**config.mk**
```make
export PLATFORM = sky130hd
export DESIGN_NAME = cyclic_timer_bank
export DESIGN_NICKNAME = d
export VERILOG_FILES = /design/src/hdl/ctb_pkg.sv /design/src/hdl/ctb_ctrl.sv /design/src/hdl/ctb_datapath.sv /design/src/hdl/cyclic_timer_bank.sv
export SDC_FILE = /design/constraint.sdc
export NUM_CORES = 2
export LEC_CHECK = 0
export BUFFER_PORTS_ARGS = -buffer_cell sky130_fd_sc_hd__buf_2
export CELL_PAD_IN_SITES_DETAIL_PLACEMENT = 0
export CELL_PAD_IN_SITES_GLOBAL_PLACEMENT = 1
export CORE_AREA = 3 3 312 314
export CTS_CLUSTER_DIAMETER = 80
export DETAILED_ROUTE_END_ITERATION = 10
export DIE_AREA = 0 0 315 317
export GPL_ROUTABILITY_DRIVEN = 1
export PLACE_DENSITY = 0.81
export SYNTH_ARGS = -nofsm -noshare
export SYNTH_HDL_FRONTEND = slang
export SYNTH_HIERARCHICAL = 1
export SYNTH_SLANG_ARGS = --single-unit
```
**constraint.sdc**
```tcl
create_clock -name clk -period 7.2 [get_ports clk]
set_input_delay 0.36 -clock clk [delete_from_list [all_inputs] [get_ports clk]]
set_output_delay 0.36 -clock clk [all_outputs]
set_load 0.01 [all_outputs]
```
**src/hdl/ctb_pkg.sv**
```systemverilog
// ----------------------------------------------------------------------------
// ctb_pkg
// Shared codes, defaults and control/status bundles of the cyclic timer bank.
// ----------------------------------------------------------------------------
package ctb_pkg;

    localparam int NUM_TIMERS_DEF = 16;
    localparam int TIME_WIDTH_DEF = 32;

    localparam int MODE_W   = 3;
    localparam int ID_W     = 5;
    localparam int ATTR_W   = 3;
    localparam int PERIOD_W = 32;
    localparam int STATUS_W = 3;
    localparam int MASK_W   = 16;
    localparam int REMAIN_W = 32;

    localparam logic [MODE_W-1:0] MODE_TICK        = 3'd0;
    localparam logic [MODE_W-1:0] MODE_CREATE_ID   = 3'd1;
    localparam logic [MODE_W-1:0] MODE_CREATE_AUTO = 3'd2;
    localparam logic [MODE_W-1:0] MODE_DELETE      = 3'd3;
    localparam logic [MODE_W-1:0] MODE_START       = 3'd4;
    localparam logic [MODE_W-1:0] MODE_STOP        = 3'd5;
    localparam logic [MODE_W-1:0] MODE_REFER       = 3'd6;

    localparam logic [STATUS_W-1:0] ST_OK        = 3'd0;
    localparam logic [STATUS_W-1:0] ST_BAD_ID    = 3'd1;
    localparam logic [STATUS_W-1:0] ST_NOT_SUP   = 3'd2;
    localparam logic [STATUS_W-1:0] ST_EXISTS    = 3'd3;
    localparam logic [STATUS_W-1:0] ST_NO_FREE   = 3'd4;
    localparam logic [STATUS_W-1:0] ST_NOT_EXIST = 3'd5;

    typedef struct packed {
        logic                latch;
        logic                scan_clr;
        logic                tick_issue;
        logic                find_step;
        logic                make_at_id;
        logic                make_at_scan;
        logic                del;
        logic                run_set;
        logic                run_clr;
        logic                refer_read;
        logic                emit;
        logic                sel_assigned;
        logic                sel_fired;
        logic                sel_refer;
        logic [STATUS_W-1:0] status_code;
    } ctb_cmd_t;

    typedef struct packed {
        logic [MODE_W-1:0] mode;
        logic              id_ok;
        logic              attr_bad;
        logic              exists;
        logic              scan_free;
        logic              scan_last;
    } ctb_stat_t;

endpackage

```
**src/hdl/ctb_ctrl.sv**
```systemverilog
// ----------------------------------------------------------------------------
// ctb_ctrl
// Command sequencer: decodes the latched command, walks the timer slots for
// ticks and lowest-free creates, and triggers the result transfer.
// ----------------------------------------------------------------------------
module ctb_ctrl
(
    input  logic              clk,
    input  logic              rst_n,
    input  logic              start,
    input  ctb_pkg::ctb_stat_t stat,
    output ctb_pkg::ctb_cmd_t  cmd,
    output logic              busy
);

    localparam logic [2:0] S_IDLE   = 3'd0;
    localparam logic [2:0] S_EXEC   = 3'd1;
    localparam logic [2:0] S_TICK   = 3'd2;
    localparam logic [2:0] S_TDRAIN = 3'd3;
    localparam logic [2:0] S_TFIN   = 3'd4;
    localparam logic [2:0] S_FIND   = 3'd5;
    localparam logic [2:0] S_REFER  = 3'd6;

    logic [2:0] state_reg;
    logic [2:0] state_next;

    always_ff @(posedge clk or negedge rst_n)
    begin
        if (!rst_n)
        begin
            state_reg <= S_IDLE;
        end
        else
        begin
            state_reg <= state_next;
        end
    end

    assign busy = (state_reg != S_IDLE);

    always_comb
    begin
        state_next = state_reg;
        cmd        = '0;
        unique case (state_reg)
            S_IDLE:
            begin
                if (start)
                begin
                    cmd.latch  = 1'b1;
                    state_next = S_EXEC;
                end
            end
            S_EXEC:
            begin
                state_next = S_IDLE;
                unique case (stat.mode) inside
                    ctb_pkg::MODE_TICK:
                    begin
                        cmd.scan_clr = 1'b1;
                        state_next   = S_TICK;
                    end
                    ctb_pkg::MODE_CREATE_ID:
                    begin
                        cmd.emit = 1'b1;
                        if (!stat.id_ok)
                        begin
                            cmd.status_code = ctb_pkg::ST_BAD_ID;
                        end
                        else if (stat.attr_bad)
                        begin
                            cmd.status_code = ctb_pkg::ST_NOT_SUP;
                        end
                        else if (stat.exists)
                        begin
                            cmd.status_code = ctb_pkg::ST_EXISTS;
                        end
                        else
                        begin
                            cmd.make_at_id  = 1'b1;
                            cmd.status_code = ctb_pkg::ST_OK;
                        end
                    end
                    ctb_pkg::MODE_CREATE_AUTO:
                    begin
                        if (stat.attr_bad)
                        begin
                            cmd.emit        = 1'b1;
                            cmd.status_code = ctb_pkg::ST_NOT_SUP;
                        end
                        else
                        begin
                            cmd.scan_clr = 1'b1;
                            state_next   = S_FIND;
                        end
                    end
                    ctb_pkg::MODE_DELETE, ctb_pkg::MODE_START, ctb_pkg::MODE_STOP,
                    ctb_pkg::MODE_REFER:
                    begin
                        if (!stat.id_ok)
                        begin
                            cmd.emit        = 1'b1;
                            cmd.status_code = ctb_pkg::ST_BAD_ID;
                        end
                        else if (!stat.exists)
                        begin
                            cmd.emit        = 1'b1;
                            cmd.status_code = ctb_pkg::ST_NOT_EXIST;
                        end
                        else if (stat.mode == ctb_pkg::MODE_REFER)
                        begin
                            cmd.refer_read = 1'b1;
                            state_next     = S_REFER;
                        end
                        else
                        begin
                            cmd.emit        = 1'b1;
                            cmd.status_code = ctb_pkg::ST_OK;
                            cmd.del         = (stat.mode == ctb_pkg::MODE_DELETE);
                            cmd.run_set     = (stat.mode == ctb_pkg::MODE_START);
                            cmd.run_clr     = (stat.mode == ctb_pkg::MODE_STOP);
                        end
                    end
                    default:
                    begin
                        cmd.emit        = 1'b1;
                        cmd.status_code = ctb_pkg::ST_NOT_SUP;
                    end
                endcase
            end
            S_TICK:
            begin
                cmd.tick_issue = 1'b1;
                if (stat.scan_last)
                begin
                    state_next = S_TDRAIN;
                end
            end
            S_TDRAIN:
            begin
                state_next = S_TFIN;
            end
            S_TFIN:
            begin
                cmd.emit        = 1'b1;
                cmd.sel_fired   = 1'b1;
                cmd.status_code = ctb_pkg::ST_OK;
                state_next      = S_IDLE;
            end
            S_FIND:
            begin
                if (stat.scan_free)
                begin
                    cmd.make_at_scan = 1'b1;
                    cmd.emit         = 1'b1;
                    cmd.sel_assigned = 1'b1;
                    cmd.status_code  = ctb_pkg::ST_OK;
                    state_next       = S_IDLE;
                end
                else if (stat.scan_last)
                begin
                    cmd.emit        = 1'b1;
                    cmd.status_code = ctb_pkg::ST_NO_FREE;
                    state_next      = S_IDLE;
                end
                else
                begin
                    cmd.find_step = 1'b1;
                end
            end
            S_REFER:
            begin
                cmd.emit        = 1'b1;
                cmd.sel_refer   = 1'b1;
                cmd.status_code = ctb_pkg::ST_OK;
                state_next      = S_IDLE;
            end
            default:
            begin
                state_next = S_IDLE;
            end
        endcase
    end

endmodule

```
**src/hdl/ctb_datapath.sv**
```systemverilog
// ----------------------------------------------------------------------------
// ctb_datapath
// Timer slot storage (flag vectors, period and count memories), slot scan
// with a two-stage read/update pipe, and the result registers.
// ----------------------------------------------------------------------------
module ctb_datapath
#(
    parameter int NUM_TIMERS = ctb_pkg::NUM_TIMERS_DEF,
    parameter int TIME_WIDTH = ctb_pkg::TIME_WIDTH_DEF
)
(
    input  logic                           clk,
    input  logic                           rst_n,
    input  ctb_pkg::ctb_cmd_t              cmd,
    output ctb_pkg::ctb_stat_t             stat,
    input  logic [ctb_pkg::MODE_W-1:0]     mode,
    input  logic [ctb_pkg::ID_W-1:0]       timer_id,
    input  logic [ctb_pkg::ATTR_W-1:0]     attributes,
    input  logic [ctb_pkg::PERIOD_W-1:0]   period,
    output logic                           done,
    output logic [ctb_pkg::STATUS_W-1:0]   status,
    output logic [ctb_pkg::ID_W-1:0]       assigned_id,
    output logic [ctb_pkg::MASK_W-1:0]     fired_mask,
    output logic                           is_running,
    output logic [ctb_pkg::REMAIN_W-1:0]   remaining
);

    localparam int IW = (NUM_TIMERS > 1) ? $clog2(NUM_TIMERS) : 1;

    logic [ctb_pkg::MODE_W-1:0] mode_reg;
    logic [ctb_pkg::ID_W-1:0]   id_reg;
    logic [ctb_pkg::ATTR_W-1:0] attr_reg;
    logic [TIME_WIDTH-1:0]      period_reg;

    logic [NUM_TIMERS-1:0] created_reg;
    logic [NUM_TIMERS-1:0] running_reg;
    logic [NUM_TIMERS-1:0] fired_reg;

    logic [TIME_WIDTH-1:0] period_mem [NUM_TIMERS];
    logic [TIME_WIDTH-1:0] count_mem  [NUM_TIMERS];
    logic [TIME_WIDTH-1:0] period_rd_reg;
    logic [TIME_WIDTH-1:0] count_rd_reg;

    logic [IW-1:0] scan_reg;
    logic [IW-1:0] proc_idx_reg;
    logic          proc_vld_reg;

    logic                           done_reg;
    logic [ctb_pkg::STATUS_W-1:0]   status_reg;
    logic [ctb_pkg::ID_W-1:0]       assigned_reg;
    logic [ctb_pkg::MASK_W-1:0]     fired_out_reg;
    logic                           running_out_reg;
    logic [ctb_pkg::REMAIN_W-1:0]   remaining_reg;

    logic [6:0]            id_ext;
    logic [IW-1:0]         slot;
    logic [IW-1:0]         rd_addr;
    logic [IW:0]           scan_p1;
    logic [TIME_WIDTH-1:0] count_inc;
    logic                  hit;
    logic                  wr_en;
    logic [IW-1:0]         wr_addr;
    logic [TIME_WIDTH-1:0] wr_count;
    logic [TIME_WIDTH-1:0] diff;

    assign id_ext    = {2'b00, id_reg};
    assign slot      = IW'(id_reg - 5'd1);
    assign rd_addr   = cmd.refer_read ? slot : scan_reg;
    assign scan_p1   = {1'b0, scan_reg} + {{IW{1'b0}}, 1'b1};
    assign count_inc = count_rd_reg + {{(TIME_WIDTH-1){1'b0}}, 1'b1};
    assign hit       = (count_inc == period_rd_reg);
    assign diff      = period_rd_reg - count_rd_reg;

    assign stat.mode      = mode_reg;
    assign stat.id_ok     = (id_ext != 7'd0) && (id_ext <= 7'(NUM_TIMERS));
    assign stat.attr_bad  = attr_reg[0] | attr_reg[2];
    assign stat.exists    = created_reg[slot];
    assign stat.scan_free = !created_reg[scan_reg];
    assign stat.scan_last = (scan_reg == IW'(NUM_TIMERS - 1));

    always_comb
    begin
        wr_en    = 1'b0;
        wr_addr  = proc_idx_reg;
        wr_count = hit ? '0 : count_inc;
        if (cmd.make_at_id)
        begin
            wr_en    = 1'b1;
            wr_addr  = slot;
            wr_count = '0;
        end
        else if (cmd.make_at_scan)
        begin
            wr_en    = 1'b1;
            wr_addr  = scan_reg;
            wr_count = '0;
        end
        else if (proc_vld_reg)
        begin
            wr_en = 1'b1;
        end
    end

    always_ff @(posedge clk)
    begin
        if (cmd.latch)
        begin
            mode_reg   <= mode;
            id_reg     <= timer_id;
            attr_reg   <= attributes;
            period_reg <= TIME_WIDTH'(period);
        end
    end

    always_ff @(posedge clk)
    begin
        if (wr_en)
        begin
            count_mem[wr_addr] <= wr_count;
        end
        if (cmd.make_at_id || cmd.make_at_scan)
        begin
            period_mem[wr_addr] <= period_reg;
        end
        count_rd_reg  <= count_mem[rd_addr];
        period_rd_reg <= period_mem[rd_addr];
    end

    always_ff @(posedge clk or negedge rst_n)
    begin
        if (!rst_n)
        begin
            created_reg  <= '0;
            running_reg  <= '0;
            fired_reg    <= '0;
            scan_reg     <= '0;
            proc_idx_reg <= '0;
            proc_vld_reg <= 1'b0;
            done_reg     <= 1'b0;
        end
        else
        begin
            proc_vld_reg <= cmd.tick_issue && created_reg[scan_reg] && running_reg[scan_reg];
            proc_idx_reg <= scan_reg;
            done_reg     <= cmd.emit;
            if (cmd.scan_clr)
            begin
                scan_reg  <= '0;
                fired_reg <= '0;
            end
            else if (cmd.tick_issue || cmd.find_step)
            begin
                scan_reg <= scan_p1[IW-1:0];
            end
            if (proc_vld_reg && hit)
            begin
                fired_reg[proc_idx_reg] <= 1'b1;
            end
            if (cmd.make_at_id)
            begin
                created_reg[slot] <= 1'b1;
                running_reg[slot] <= attr_reg[1];
            end
            if (cmd.make_at_scan)
            begin
                created_reg[scan_reg] <= 1'b1;
                running_reg[scan_reg] <= attr_reg[1];
            end
            if (cmd.del)
            begin
                created_reg[slot] <= 1'b0;
                running_reg[slot] <= 1'b0;
            end
            if (cmd.run_set)
            begin
                running_reg[slot] <= 1'b1;
            end
            if (cmd.run_clr)
            begin
                running_reg[slot] <= 1'b0;
            end
        end
    end

    always_ff @(posedge clk)
    begin
        if (cmd.emit)
        begin
            status_reg      <= cmd.status_code;
            assigned_reg    <= cmd.sel_assigned ? ctb_pkg::ID_W'(scan_p1) : '0;
            fired_out_reg   <= cmd.sel_fired ? ctb_pkg::MASK_W'(fired_reg) : '0;
            running_out_reg <= cmd.sel_refer ? running_reg[slot] : 1'b0;
            remaining_reg   <= cmd.sel_refer ? ctb_pkg::REMAIN_W'(diff) : '0;
        end
    end

    assign done        = done_reg;
    assign status      = status_reg;
    assign assigned_id = assigned_reg;
    assign fired_mask  = fired_out_reg;
    assign is_running  = running_out_reg;
    assign remaining   = remaining_reg;

endmodule

```
**src/hdl/cyclic_timer_bank.sv**
```systemverilog
// ----------------------------------------------------------------------------
// cyclic_timer_bank
// Bank of periodic timers driven by one command per transfer.
//
//   channel   | signals                                  | handshake
//   ----------+------------------------------------------+------------------
//   command   | mode, timer_id, attributes, period       | start & !busy
//   result    | status, assigned_id, fired_mask,         | done, one cycle
//             | is_running, remaining                    |
//
// Create, delete, start, stop and bad commands pass through the decode state
// before the registered result; refer adds a read state. Tick walks every
// slot, then a drain and a finish state; lowest-free create walks slots until
// the first free one or the last one. Both scans go one slot per cycle over
// the one-read, one-write period/count memories.
// Reset clears all timers; no clearing pass is needed.
// The result cannot be stalled; busy stays high until done is shown.
// ----------------------------------------------------------------------------
module cyclic_timer_bank
#(
    parameter int NUM_TIMERS = ctb_pkg::NUM_TIMERS_DEF,
    parameter int TIME_WIDTH = ctb_pkg::TIME_WIDTH_DEF
)
(
    input  logic                           clk,
    input  logic                           rst_n,
    input  logic                           start,
    output logic                           busy,
    input  logic [ctb_pkg::MODE_W-1:0]     mode,
    input  logic [ctb_pkg::ID_W-1:0]       timer_id,
    input  logic [ctb_pkg::ATTR_W-1:0]     attributes,
    input  logic [ctb_pkg::PERIOD_W-1:0]   period,
    output logic                           done,
    output logic [ctb_pkg::STATUS_W-1:0]   status,
    output logic [ctb_pkg::ID_W-1:0]       assigned_id,
    output logic [ctb_pkg::MASK_W-1:0]     fired_mask,
    output logic                           is_running,
    output logic [ctb_pkg::REMAIN_W-1:0]   remaining
);

    ctb_pkg::ctb_cmd_t  cmd;
    ctb_pkg::ctb_stat_t stat;

    ctb_ctrl u_ctrl
    (
        .clk   (clk),
        .rst_n (rst_n),
        .start (start),
        .stat  (stat),
        .cmd   (cmd),
        .busy  (busy)
    );

    ctb_datapath
    #(
        .NUM_TIMERS (NUM_TIMERS),
        .TIME_WIDTH (TIME_WIDTH)
    )
    u_datapath
    (
        .clk         (clk),
        .rst_n       (rst_n),
        .cmd         (cmd),
        .stat        (stat),
        .mode        (mode),
        .timer_id    (timer_id),
        .attributes  (attributes),
        .period      (period),
        .done        (done),
        .status      (status),
        .assigned_id (assigned_id),
        .fired_mask  (fired_mask),
        .is_running  (is_running),
        .remaining   (remaining)
    );

endmodule

```
==> impl_metrics.py <==
metrics = {
    "outcome": {
        "status": "completed",
    },
    "pwr": {
        "p_seq_share_pct": 44.6,
        "switchingPower_mw": 7.32,
        "power_density_nw_per_um2": 395,
        "irDropWorstVdd_v": 0.000303,
        "power_leakage_nw": 19.0,
        "power_frac_comb_pct": 27.7,
        "internal_power_mw": 15.7,
        "clockPowerShare_pct": 27.7,
        "swShare_pct": 31.8,
    },
    "yosys": {
        "synth_top_cell_by_area": "edfxtp_1",
        "syn_nets": 2934,
        "synth_ff_type": "edfxtp_1",
        "synth.top_cell.area_share_pct": 66.2,
        "ys_ff_latch": 1249,
        "synth_cells": 2846,
        "synth_area_sq_um": 51000,
        "ys_types": 76,
        "ys.warnings.count": 6,
        "synth_seq_area_share_pct": 71.7,
        "synthArstFlopShare_pct": 4.88,
        "syn_area_per_cell_sq_um": 17.9,
        "synthTopCellsByArea": "edfxtp_1 66%, mux4_2 12%, dfrtp_1 3.0%, dfxtp_1 2.5%, mux2i_1 1.9%",
        "synth_edf_count": 1124,
    },
    "sta": {
        "fin_ws_ps": 1250,
        "setup_viol": 0,
        "tns_ps": 0,
        "clock_skew_ps": 38.6,
        "finalMaxSlewViolations": 0,
        "max_freq_mhz": 168,
        "rsz0062_at_grt": "no",
        "relSlewSlack_pct": 8.06,
        "hold_violations": 0,
        "worst_slew_pin_slew_ps": 1380,
        "fin_crit_ps": 5950,
        "layout_worst_path_cycle_share_pct": 82.7,
    },
    "global_route": {
        "grt.overflow.total": 0,
        "grt_pass1_wl_um": 182000,
        "grt_usage_pct": 24.7,
        "grt_max_degree": 129,
        "grt_pass1_vias": 27800,
        "antenna_found_initial": 1,
    },
    "place": {
        "dp_hpwl_um": 70900,
        "pre_cts_slack_ps": 1310,
        "gp_congestion": 0.881,
        "placedCellCount": 4143,
        "port_buffers": 104,
    },
    "die": {
        "pin_count": 105,
        "die_area_sq_um": 99900,
        "core_region_area_sq_um": 94900,
        "dieHeight_um": 317,
        "initial_utilization_pct": 53.8,
        "fp-row-count": 113,
        "fp.dieW_um": 315,
    },
    "worst_hold_path": {
        "min_path_cells": 4,
        "min_path_type": "in -> reg",
        "hold_start": "start",
        "whs_endpoint": "u_ctrl/state_reg[0]",
    },
    "worst_setup_path": {
        "r2r-start": "u_datapath/id_reg[0]",
        "rrSetupSlack_ps": 1250,
        "ff2ff_path_depth": 13,
        "required_ps": 7590,
        "worstSetupPathType": "reg -> reg",
        "endpoint_kind": "flop",
        "r2r-end": "u_datapath/period_mem[3][17]",
        "worst_ep_arrival_time_ps": 6340,
        "crit_path_start_kind": "flop",
        "crit_fanout": 18,
    },
    "finish": {
        "largestRegisters": "u_datapath/count_mem: 512 flops, u_datapath/period_mem: 512 flops",
        "antenna_cells": 0,
        "fin_nets": 3131,
        "finalNonFillerCells": 4411,
        "area_growth_syn_to_layout_pct": 14.1,
        "drive_gt1_share_pct": 22.8,
    },
    "clocking": {
        "clock_latency_ps": 710,
        "cts_tree": "done",
        "h-tree-depth": 3,
        "cts_made_buffers": 119,
        "clkTransAtPathRegs_ps": 60,
        "clock-sinks": 1249,
        "root_buffer": "clkbuf_16",
        "clk_path_buf_depth": 3,
    },
    "detailed_routing": {
        "drc_errors": 0,
        "dr.pass1.iters": 5,
        "ant_nets": 0,
        "drt_first_iter_violations": 3090,
        "avgRoutedWirePerCell_um": 27.6,
        "via_count": 27600,
        "routed_via_density": 6.26,
        "routed_wl_um": 122000,
    },
    "flow_run": {
        "maxCapViolCount": 0,
    },
}
## worst max-delay path, stage by stage, from the launching register on
cell	delay, ps
edfxtp_1	320
buf_4	240
inv_1	160
ha_1	680
mux4_2	580
mux4_2	520
nand2b_1	180
or3_1	360
nor3_4	420
a211oi_1	140
a21oi_1	530
nand2_1	430
nor2_4	760
buf_12	280
## stage by stage
| stage | utilization, % | area [sq um] | power [mW] | hold WS, ps |
|---|---|---|---|---|
| after global placement | 56.6 | 53700 | 16.5 | 466 |
| final | 61.4 | 58200 | 23.0 | 128 |
| after floorplan | - | 51000 | 14.4 | 64.4 |
| after detailed placement | 56.6 | 53700 | 16.7 | 471 |
| after CTS | 61.3 | 58200 | 23.1 | 71.7 |
| after global routing | 61.4 | 58200 | 24.0 | 170 |
## cell usage in the layout, fill, tap and decap left out, types with 17 or more instances in the layout
master	synthesis	layout
clkinv_2	0	29
dfrtp_1	61	61
nor2_4	0	33
buf_12	0	18
a211oi_1	69	69
dlygate4sd3_1	0	44
dfxtp_1	64	64
nor2b_1	79	79
nand2_1	108	108
a21oi_1	156	155
nor3_1	27	26
nand2b_1	17	17
o22ai_1	17	17
xor2_1	27	27
and3_1	22	22
clkinv_1	2	18
o21ai_0	40	39
mux4_2	275	275
buf_4	6	60
clkbuf_16	0	119
inv_1	49	49
ha_1	41	41
and2_1	27	27
mux2i_1	95	93
nand3_1	32	32
edfxtp_1	1124	1124
nor2_1	121	86
buf_2	7	104
xnor2_1	54	54
## how the worst max path moves through the flow
stage,startpoint,end,cells past startpoint
2_1_floorplan,u_datapath/id_reg[0],u_datapath/count_mem[5][0],15
3_3_place_gp,u_datapath/id_reg[0],u_datapath/period_mem[3][28],13
3_5_place_dp,u_datapath/id_reg[0],u_datapath/period_mem[3][28],13
4_1_cts,u_datapath/id_reg[0],u_datapath/period_mem[3][25],13
5_1_grt,u_datapath/id_reg[0],u_datapath/count_rd_reg[26],14
6_report,u_datapath/id_reg[0],u_datapath/period_mem[3][17],13
## cells in the mapped netlist (10+ instances only)
master / n
a211oi_1: 69
a21o_1: 11
a21oi_1: 156
and2_1: 27
and3_1: 22
buf_1: 26
clkbuf_1: 108
dfrtp_1: 61
dfxtp_1: 64
edfxtp_1: 1124
ha_1: 41
inv_1: 49
mux2i_1: 95
mux4_2: 275
nand2_1: 108
nand2b_1: 17
nand3_1: 32
nand3b_1: 10
nand4_1: 10
nor2_1: 121
nor2b_1: 79
nor3_1: 27
nor4_1: 11
o21a_1: 12
o21ai_0: 40
o22ai_1: 17
o2bb2ai_1: 16
xnor2_1: 54
xor2_1: 27
## final cells by class
type / count / area (sq um)
fill: 6590 / 36600
sequential: 1249 / 36600
multi-input combinational: 1396 / 14100
clock buffer: 151 / 3260
timing repair buffer: 226 / 1770
tap: 1265 / 1580
clock inverter: 73 / 801
inverter: 51 / 191
## power groups by stage
stage | logic (mW) | registers (mW) | clock network [mW]
floorplan | 4.49 | 9.91 | 0
global placement | 6.14 | 10.4 | 0
detailed placement | 6.28 | 10.4 | 0
CTS | 6.34 | 10.2 | 6.47
global route | 6.93 | 10.3 | 6.77
finish | 6.37 | 10.2 | 6.36
## per-layer routing
layer / vias up / part of all wire, % / GRT usage, % / wire [um]
met5: - / 0 / 0 / 0
met4: 0 / 2.0 / 6.11 / 2470
met3: 170 / 8.2 / 4.14 / 10000
met2: 1286 / 47 / 38.8 / 57500
met1: 14400 / 42 / 36.8 / 51600
li1: 11800 / - / - / -
## cells by family after synthesis
logic type / Yosys count / share of synthesized area [%]
flip-flops: 1249 / 71.7
AND/OR/NAND/NOR: 505 / 5.11
AO/OA/AOI/OAI: 393 / 5.03
multiplexers: 372 / 14.0
buffers and inverters: 201 / 1.58
XOR/XNOR: 84 / 1.52
adder cells (fa/ha/maj): 42 / 1.04
## repair_timing
action | in CTS | in global routing
endpoints found under the hold margin | 104 | 0
hold buffers | 44 | 0
setup buffers | 0 | 0
gates resized for setup | 0 | 0
setup endpoints to repair | 0 | 0
Power figures use the tool's default switching activity.
